## config.mk

```make
export PLATFORM = sky130hd
export DESIGN_NAME = pddl_char_tokenizer
export DESIGN_NICKNAME = d
export VERILOG_FILES = /design/src/design/pctok_pkg.sv /design/src/design/pctok_step.sv /design/src/design/pctok_rsp_reg.sv /design/src/design/pddl_char_tokenizer.sv
export SDC_FILE = /design/constraint.sdc
export NUM_CORES = 1
export LEC_CHECK = 0
export ABC_AREA = 1
export BUFFER_PORTS_ARGS = -buffer_cell sky130_fd_sc_hd__buf_2
export CAP_MARGIN = 20
export CORE_ASPECT_RATIO = 1.5
export CORE_UTILIZATION = 55
export DETAILED_ROUTE_END_ITERATION = 7
export PLACE_DENSITY = 0.78
export REMOVE_ABC_BUFFERS = 1
export SLEW_MARGIN = 40
export SYNTH_ARGS = -nofsm -noshare
export SYNTH_HDL_FRONTEND = slang
export SYNTH_SLANG_ARGS = --single-unit
```

## constraint.sdc

```tcl
create_clock -name clock -period 8.2 [get_ports clock]
set_input_delay 0.82 -clock clock [delete_from_list [all_inputs] [get_ports clock]]
set_output_delay 0.82 -clock clock [all_outputs]
set_load 0.01 [all_outputs]
```

## src/design/pctok_pkg.sv

```systemverilog
// types and constants shared by the tokenizer modules
package pctok_pkg;

   // token kind codes carried in token_kind
   localparam logic [3:0] KIND_EOF     = 4'd0;
   localparam logic [3:0] KIND_KEYWORD = 4'd1;
   localparam logic [3:0] KIND_IDENT   = 4'd2;
   localparam logic [3:0] KIND_NUMBER  = 4'd3;
   localparam logic [3:0] KIND_LPAR    = 4'd4;
   localparam logic [3:0] KIND_RPAR    = 4'd5;
   localparam logic [3:0] KIND_EQUAL   = 4'd6;
   localparam logic [3:0] KIND_QUERY   = 4'd7;
   localparam logic [3:0] KIND_DASH    = 4'd8;
   localparam logic [3:0] KIND_BAD     = 4'd9;

   // most results one source byte can cause
   localparam int MaxResults = 3;

   typedef enum logic [2:0] {
      MODE_IDLE    = 3'd0,
      MODE_COMMENT = 3'd1,
      MODE_KEYWORD = 3'd2,
      MODE_IDENT   = 3'd3,
      MODE_NUMBER  = 3'd4
   } mode_type;

   typedef struct packed {
      logic [7:0] in_char;
      logic       in_last;
   } req_type;

   typedef struct packed {
      logic [7:0]         out_char;
      logic               char_in_token;
      logic               token_done;
      logic [3:0]         token_kind;
      logic signed [15:0] paren_level;
      logic [15:0]        line_count;
      logic               last_of_run;
   } rsp_type;

   typedef struct packed {
      mode_type    mode;
      logic        dot_seen;
      logic [15:0] nesting_level;
      logic [15:0] lines_seen;
   } lex_state_type;

   typedef struct packed {
      logic [1:0]                   count;
      rsp_type [MaxResults-1:0]     results;
   } step_type;

endpackage

```

## src/design/pctok_step.sv

```systemverilog
// combinational lexer step: one byte and the current state give results and next state
module pctok_step (
   input  pctok_pkg::lex_state_type state_cur,
   input  pctok_pkg::req_type       item,
   output pctok_pkg::step_type      step,
   output pctok_pkg::lex_state_type state_nxt
);

   localparam logic [7:0] CH_TAB    = 8'd9;
   localparam logic [7:0] CH_LF     = 8'd10;
   localparam logic [7:0] CH_CR     = 8'd13;
   localparam logic [7:0] CH_SPACE  = 8'd32;
   localparam logic [7:0] CH_SEMI   = 8'd59;
   localparam logic [7:0] CH_COLON  = 8'h3A;
   localparam logic [7:0] CH_DOT    = 8'h2E;
   localparam logic [7:0] CH_USCORE = 8'h5F;
   localparam logic [7:0] CH_DASH   = 8'h2D;
   localparam logic [7:0] CH_LPAR   = 8'h28;
   localparam logic [7:0] CH_RPAR   = 8'h29;
   localparam logic [7:0] CH_EQUAL  = 8'h3D;
   localparam logic [7:0] CH_QUERY  = 8'h3F;

   function automatic pctok_pkg::rsp_type make_rsp(
      input logic [7:0]               ch,
      input logic                     in_tok,
      input logic                     done,
      input logic [3:0]               kind,
      input pctok_pkg::lex_state_type s
   );
      pctok_pkg::rsp_type r;
      r.out_char      = ch;
      r.char_in_token = in_tok;
      r.token_done    = done;
      r.token_kind    = kind;
      r.paren_level   = $signed(s.nesting_level);
      r.line_count    = s.lines_seen;
      r.last_of_run   = 1'b0;
      return r;
   endfunction

   logic [7:0] c;
   logic       is_lower;
   logic       is_upper;
   logic       is_digit;

   assign c        = item.in_char;
   assign is_lower = (c >= 8'h61) && (c <= 8'h7A);
   assign is_upper = (c >= 8'h41) && (c <= 8'h5A);
   assign is_digit = (c >= 8'h30) && (c <= 8'h39);

   pctok_pkg::lex_state_type                        st;
   pctok_pkg::rsp_type [pctok_pkg::MaxResults-1:0]  res;
   logic [1:0]                                      n;
   logic                                            end_tok;
   logic [3:0]                                      end_kind;
   logic                                            lex_again;

   always_comb begin
      st        = state_cur;
      res       = '0;
      n         = 2'd0;
      end_tok   = 1'b0;
      end_kind  = pctok_pkg::KIND_EOF;
      lex_again = 1'b0;

      case (state_cur.mode)
         pctok_pkg::MODE_COMMENT: begin
            if (c == CH_LF) begin
               st.lines_seen = st.lines_seen + 16'd1;
               st.mode       = pctok_pkg::MODE_IDLE;
            end
         end
         pctok_pkg::MODE_KEYWORD: begin
            if (is_lower || c == CH_DASH) begin
               res[0] = make_rsp(c, 1'b1, 1'b0, pctok_pkg::KIND_EOF, st);
               n      = 2'd1;
            end else begin
               end_tok  = 1'b1;
               end_kind = pctok_pkg::KIND_KEYWORD;
            end
         end
         pctok_pkg::MODE_IDENT: begin
            if (is_lower || is_upper || is_digit || c == CH_DASH ||
                c == CH_USCORE || c == CH_DOT) begin
               res[0] = make_rsp(c, 1'b1, 1'b0, pctok_pkg::KIND_EOF, st);
               n      = 2'd1;
            end else begin
               end_tok  = 1'b1;
               end_kind = pctok_pkg::KIND_IDENT;
            end
         end
         pctok_pkg::MODE_NUMBER: begin
            if (is_digit) begin
               res[0] = make_rsp(c, 1'b1, 1'b0, pctok_pkg::KIND_EOF, st);
               n      = 2'd1;
            end else if (c == CH_DOT && !state_cur.dot_seen) begin
               st.dot_seen = 1'b1;
               res[0]      = make_rsp(c, 1'b1, 1'b0, pctok_pkg::KIND_EOF, st);
               n           = 2'd1;
            end else begin
               end_tok  = 1'b1;
               end_kind = pctok_pkg::KIND_NUMBER;
            end
         end
         default: begin
            st.mode   = pctok_pkg::MODE_IDLE;
            lex_again = 1'b1;
         end
      endcase

      // close the open token, then lex the byte again from idle
      if (end_tok) begin
         st.mode     = pctok_pkg::MODE_IDLE;
         st.dot_seen = 1'b0;
         res[0]      = make_rsp(8'd0, 1'b0, 1'b1, end_kind, st);
         n           = 2'd1;
         lex_again   = 1'b1;
      end

      if (lex_again) begin
         if (c == CH_SPACE || c == CH_TAB) begin
            st.mode = st.mode;
         end else if (c == CH_LF || c == CH_CR) begin
            st.lines_seen = st.lines_seen + 16'd1;
         end else if (c == CH_SEMI) begin
            st.mode = pctok_pkg::MODE_COMMENT;
         end else if (c == CH_COLON) begin
            st.mode = pctok_pkg::MODE_KEYWORD;
            res[n]  = make_rsp(c, 1'b1, 1'b0, pctok_pkg::KIND_EOF, st);
            n       = n + 2'd1;
         end else if (is_lower || is_upper) begin
            st.mode = pctok_pkg::MODE_IDENT;
            res[n]  = make_rsp(c, 1'b1, 1'b0, pctok_pkg::KIND_EOF, st);
            n       = n + 2'd1;
         end else if (is_digit) begin
            st.mode     = pctok_pkg::MODE_NUMBER;
            st.dot_seen = 1'b0;
            res[n]      = make_rsp(c, 1'b1, 1'b0, pctok_pkg::KIND_EOF, st);
            n           = n + 2'd1;
         end else if (c == CH_LPAR) begin
            st.nesting_level = st.nesting_level + 16'd1;
            res[n]           = make_rsp(c, 1'b1, 1'b1, pctok_pkg::KIND_LPAR, st);
            n                = n + 2'd1;
         end else if (c == CH_RPAR) begin
            st.nesting_level = st.nesting_level - 16'd1;
            res[n]           = make_rsp(c, 1'b1, 1'b1, pctok_pkg::KIND_RPAR, st);
            n                = n + 2'd1;
         end else if (c == CH_EQUAL) begin
            res[n] = make_rsp(c, 1'b1, 1'b1, pctok_pkg::KIND_EQUAL, st);
            n      = n + 2'd1;
         end else if (c == CH_QUERY) begin
            res[n] = make_rsp(c, 1'b1, 1'b1, pctok_pkg::KIND_QUERY, st);
            n      = n + 2'd1;
         end else if (c == CH_DASH) begin
            res[n] = make_rsp(c, 1'b1, 1'b1, pctok_pkg::KIND_DASH, st);
            n      = n + 2'd1;
         end else begin
            res[n] = make_rsp(c, 1'b1, 1'b1, pctok_pkg::KIND_BAD, st);
            n      = n + 2'd1;
         end
      end

      // end of buffer: flag a cut-off token, then back to reset state
      if (item.in_last) begin
         if (st.mode == pctok_pkg::MODE_KEYWORD || st.mode == pctok_pkg::MODE_IDENT ||
             st.mode == pctok_pkg::MODE_NUMBER) begin
            res[n] = make_rsp(8'd0, 1'b0, 1'b1, pctok_pkg::KIND_EOF, st);
            n      = n + 2'd1;
         end
         st.mode          = pctok_pkg::MODE_IDLE;
         st.dot_seen      = 1'b0;
         st.nesting_level = 16'd0;
         st.lines_seen    = 16'd0;
      end

      if (n != 2'd0) begin
         res[n - 2'd1].last_of_run = 1'b1;
      end
   end

   assign step.count   = n;
   assign step.results = res;
   assign state_nxt    = st;

endmodule

```

## src/design/pctok_rsp_reg.sv

```systemverilog
// output register slice for result transactions
module pctok_rsp_reg (
   input  logic               clock,
   input  logic               reset,
   input  logic               in_valid,
   output logic               in_ready,
   input  pctok_pkg::rsp_type in_item,
   output logic               out_valid,
   input  logic               out_ready,
   output pctok_pkg::rsp_type out_item
);

   logic               valid_ff;
   logic               valid_in;
   pctok_pkg::rsp_type item_ff;

   assign in_ready = !valid_ff || out_ready;
   assign valid_in = in_valid || (valid_ff && !out_ready);

   always_ff @(posedge clock) begin
      if (reset) begin
         valid_ff <= 1'b0;
      end else begin
         valid_ff <= valid_in;
      end
   end

   always_ff @(posedge clock) begin
      if (in_valid && in_ready) begin
         item_ff <= in_item;
      end
   end

   assign out_valid = valid_ff;
   assign out_item  = item_ff;

endmodule

```

## src/design/pddl_char_tokenizer.sv

```systemverilog
// top level of the streaming pddl character tokenizer
// One source byte per req transaction; each byte gives zero to three rsp
// transactions (token characters, token-end events and an end-of-file event
// for a token cut off by the byte marked in_last). Bytes are held in an input
// register while the step logic works out all their results at once from the
// lexer state; results then leave through a one-entry output register, one per
// cycle while rsp_ready is high. Throughput is one byte per cycle for bytes that
// give zero or one result when the output does not stall; a byte with more
// results keeps the input register until its last result has gone out. A byte's
// results come from the input register and then pass the output register.
// Whitespace, newlines and comment bytes give no result but the end of a token
// they close. Lexer state (mode, nesting level, line count) advances only when
// every result of the held byte has moved into the output register, and returns
// to its reset value after the byte marked in_last. No clearing pass is needed after reset.
module pddl_char_tokenizer (
   input  logic               clock,
   input  logic               reset,
   input  logic               req_valid,
   output logic               req_ready,
   input  pctok_pkg::req_type req_item,
   output logic               rsp_valid,
   input  logic               rsp_ready,
   output pctok_pkg::rsp_type rsp_item
);

   // input register holding the byte being lexed
   logic                     held_valid_ff;
   logic                     held_valid_in;
   pctok_pkg::req_type       held_item_ff;

   // index of the next result of the held byte to hand on
   logic [1:0]               sel_ff;
   logic [1:0]               sel_in;

   // lexer state
   pctok_pkg::lex_state_type state_ff;
   pctok_pkg::lex_state_type state_in;

   pctok_pkg::step_type      step;
   pctok_pkg::lex_state_type state_nxt;

   logic                     emit_valid;
   logic                     emit_ready;
   logic                     emit_fire;
   logic                     item_done;
   logic                     req_fire;

   pctok_step u_step (
      .state_cur (state_ff),
      .item      (held_item_ff),
      .step      (step),
      .state_nxt (state_nxt)
   );

   // a held byte with results offers them one at a time
   assign emit_valid = held_valid_ff && (step.count != 2'd0);
   assign emit_fire  = emit_valid && emit_ready;

   // byte retires when it had no result or its final result goes out
   assign item_done = held_valid_ff &&
                      ((step.count == 2'd0) ||
                       (emit_fire && (sel_ff == step.count - 2'd1)));

   assign req_ready = !held_valid_ff || item_done;
   assign req_fire  = req_valid && req_ready;

   always_comb begin
      held_valid_in = held_valid_ff;
      sel_in        = sel_ff;
      state_in      = state_ff;
      if (item_done) begin
         held_valid_in = 1'b0;
         sel_in        = 2'd0;
         state_in      = state_nxt;
      end else if (emit_fire) begin
         sel_in = sel_ff + 2'd1;
      end
      if (req_fire) begin
         held_valid_in = 1'b1;
      end
   end

   always_ff @(posedge clock) begin
      if (reset) begin
         held_valid_ff          <= 1'b0;
         sel_ff                 <= 2'd0;
         state_ff.mode          <= pctok_pkg::MODE_IDLE;
         state_ff.dot_seen      <= 1'b0;
         state_ff.nesting_level <= 16'd0;
         state_ff.lines_seen    <= 16'd0;
      end else begin
         held_valid_ff <= held_valid_in;
         sel_ff        <= sel_in;
         state_ff      <= state_in;
      end
   end

   // payload register: no reset
   always_ff @(posedge clock) begin
      if (req_fire) begin
         held_item_ff <= req_item;
      end
   end

   pctok_rsp_reg u_rsp_reg (
      .clock     (clock),
      .reset     (reset),
      .in_valid  (emit_valid),
      .in_ready  (emit_ready),
      .in_item   (step.results[sel_ff]),
      .out_valid (rsp_valid),
      .out_ready (rsp_ready),
      .out_item  (rsp_item)
   );

endmodule
```

==> impl_metrics.json <==
{
  "die_w_um": 105,
  "cp.depth": 22,
  "syn_area_sq_um": 8690,
  "fin_skew_ps": 9.49,
  "fmax_mhz": 179,
  "setup_viol": 0,
  "grt_pass1_vias": 8736,
  "rows": 55,
  "critPathKind": "reg -> out",
  "crit_family": "simple AND/OR/NAND/NOR gates",
  "place_congestion": 0.941,
  "vias": 9310,
  "vias_per_cell": 5.95,
  "critPathBufInv": 4,
  "rsz0062_at_grt": "no",
  "worst_slew_pin_slew_ps": 797,
  "drive_gt1_share_pct": 12.3,
  "min_period_ps": 5580,
  "yosysWarnings": 0,
  "synth_common_cells": "353 x nand2_1, 137 x nor2_1, 134 x nand3_1",
  "hold_violations": 0,
  "hpwl_um": 18100,
  "ant_nets": 0,
  "fin_crit_sh_pct": 68.0,
  "critical_path.max_fanout": 29,
  "yosys_register_bits": 96,
  "synth_top_area_share_pct": 19.4,
  "synth_cell_type_count": 58,
  "start_util_pct": 56.9,
  "async_reset_ff_share_pct": 0,
  "tritoncts": "built",
  "multi_input_area_sq_um": 5330,
  "ys_seq_area_share_pct": 28.6,
  "overflow": 0,
  "crit_arrival_ps": 4760,
  "diodes": 0,
  "fin_area_sq_um": 9270,
  "drc": 0,
  "die_area_sq_um": 16300,
  "synth_area_leaders": "edfxtp_1 19%, nand2_1 15%, dfxtp_1 9.2%",
  "postCtsHoldBufs": 0,
  "cts_buffers": 9,
  "ioPinCount": 62,
  "yosysMostFrequentCell": "nand2_1",
  "post_cts_resized": 0,
  "yosysTopAreaCell": "edfxtp_1",
  "areaGrowthSynthToFinish_pct": 6.71,
  "hold_path.class": "reg -> reg",
  "path_cells": "nor2_4 -> nand2_2 -> nand2_1 -> nand2_1 -> a21oi_2 -> nand4_2 -> nand3_2 -> nand2_1 -> inv_1 -> nand2_1 -> ha_1 -> nand2_1 -> o21ai_0 -> ha_1 -> inv_1 -> nand2_1 -> a21oi_4 -> inv_1 -> nor2_1 -> nand3_2 -> nand3_1 -> buf_2",
  "die_h_um": 156,
  "fillers": 1506,
  "core_sq_um": 15300,
  "startpoint_type": "flip-flop",
  "synth-edff-count": 56,
  "drv_cap": 0,
  "slew-limit-headroom_pct": 46.6,
  "reg2reg_depth": 23,
  "globalRouteTotalUtil_pct": 33.0,
  "routed_wl_um": 26700,
  "synth.avg_cell_area_sq_um": 6.39,
  "critPathSlowestCell": "edfxtp_1",
  "worst_ep_required_time_ps": 7380,
  "path_clk_slew_ps": 80,
  "antenna_found_initial": 0,
  "cp_slowest_stage_delay_ps": 570,
  "synthFlopType": "edfxtp_1",
  "nNetsFinal": 1387,
  "cp-end-kind": "output port",
  "cts_root_buf": "clkbuf_16",
  "hold-path-cell-count": 2,
  "clock_sinks": 96,
  "crit_top_cell": "nand2_1",
  "clk-insertion-delay-late_ps": 370,
  "status": "complete, no violations",
  "synth_cells": 1359,
  "clk_path_buf_depth": 2,
  "grt_max_degree": 61,
  "place_area_sq_um": 8950,
  "drt_iter0_drc": 767,
  "avgRoutedWirePerCell_um": 17.0,
  "grt_pass1_wl_um": 42700,
  "register_area_sq_um": 2480,
  "cts_htree_levels": 3,
  "drt_first_pass_iters": 6,
  "io_buffers": 61,
  "post-cts-setup-buffers": 0,
  "slew_violations": 0
}
[routing by layer]
metal  share of wire, %  vias up  track usage [%]
met5                  0        -                0
met3                6.9      119             4.43
met2                 49      451             56.6
met1                 38     4201             37.7
li1                   -     4539                -
met4                5.9        0             23.5
[path summary, 6_finish.rpt]
| check | start | endpoint | slack, ps |
|---|---|---|---|
| setup reg to reg | held_item_ff[2] | held_item_ff[2] | 2830 |
| hold / removal | state_ff[32] | state_ff[32] | 510 |
| setup / recovery | held_item_ff[2] | req_ready | 2620 |
| hold reg to reg | state_ff[32] | state_ff[32] | 510 |
[layout make-up]
cell class / count / share of cell area [%]
multi-input combinational: 1050 / 57.5
sequential: 96 / 26.8
inverter: 133 / 5.38
timing repair buffer: 72 / 4.18
tap: 199 / 2.69
clock buffer: 9 / 2.43
clock inverter: 7 / 1.05
[flip-flops by register name (all words and copies together), names as in the netlist]
name                 count
held_item_ff             9
held_valid_ff            1
sel_ff                   2
state_ff                36
u_rsp_reg.out_item      47
u_rsp_reg.out_valid      1
[tightest hold or removal path, cell delays in order (launching register included)]
cell and delay, ps:
dfxtp_1 340, a21oi_1 40, nor2_1 100
[cells in the final DEF (no fill, tap or decap), types with 21 or more instances in the layout]
| master | netlist | layout |
|---|---|---|
| nand2_1 | 353 | 353 |
| nor2_1 | 137 | 135 |
| nand3_1 | 134 | 134 |
| inv_1 | 108 | 106 |
| o21ai_0 | 90 | 90 |
| a21oi_1 | 74 | 72 |
| buf_2 | 12 | 61 |
| edfxtp_1 | 56 | 56 |
| dfxtp_1 | 40 | 39 |
| o21ai_1 | 35 | 35 |
| xor2_1 | 32 | 32 |
| nor3_1 | 30 | 30 |
| nand4_1 | 25 | 25 |
| inv_2 | 20 | 21 |
[cells by family (layout without fill, tap and decap cells)]
family	count (synthesis)	in the layout	synth area share (%)
compound gates	266	266	17.6
xor+xnor	42	42	4.67
fa+ha+maj	12	12	1.73
flops	96	96	28.6
buf+inv	213	221	10.3
simple gates	730	730	37.1
[per-stage QoR]
stage	utilization, %	hold WS, ps	setup WS, ps	setup TNS (ps)	std cells
after floorplan	-	452	-956	-12490	1279
after global placement	58.5	467	2900	0	1550
after detailed placement	58.6	498	2680	0	1550
after CTS	60.7	518	2620	0	1566
after global routing	60.7	558	2280	0	1566
final	60.7	514	2620	0	1566
Power is left out: the tool's default activity adds up to more than one toggle a clock period on the data nets, which glitch-free logic cannot reach.
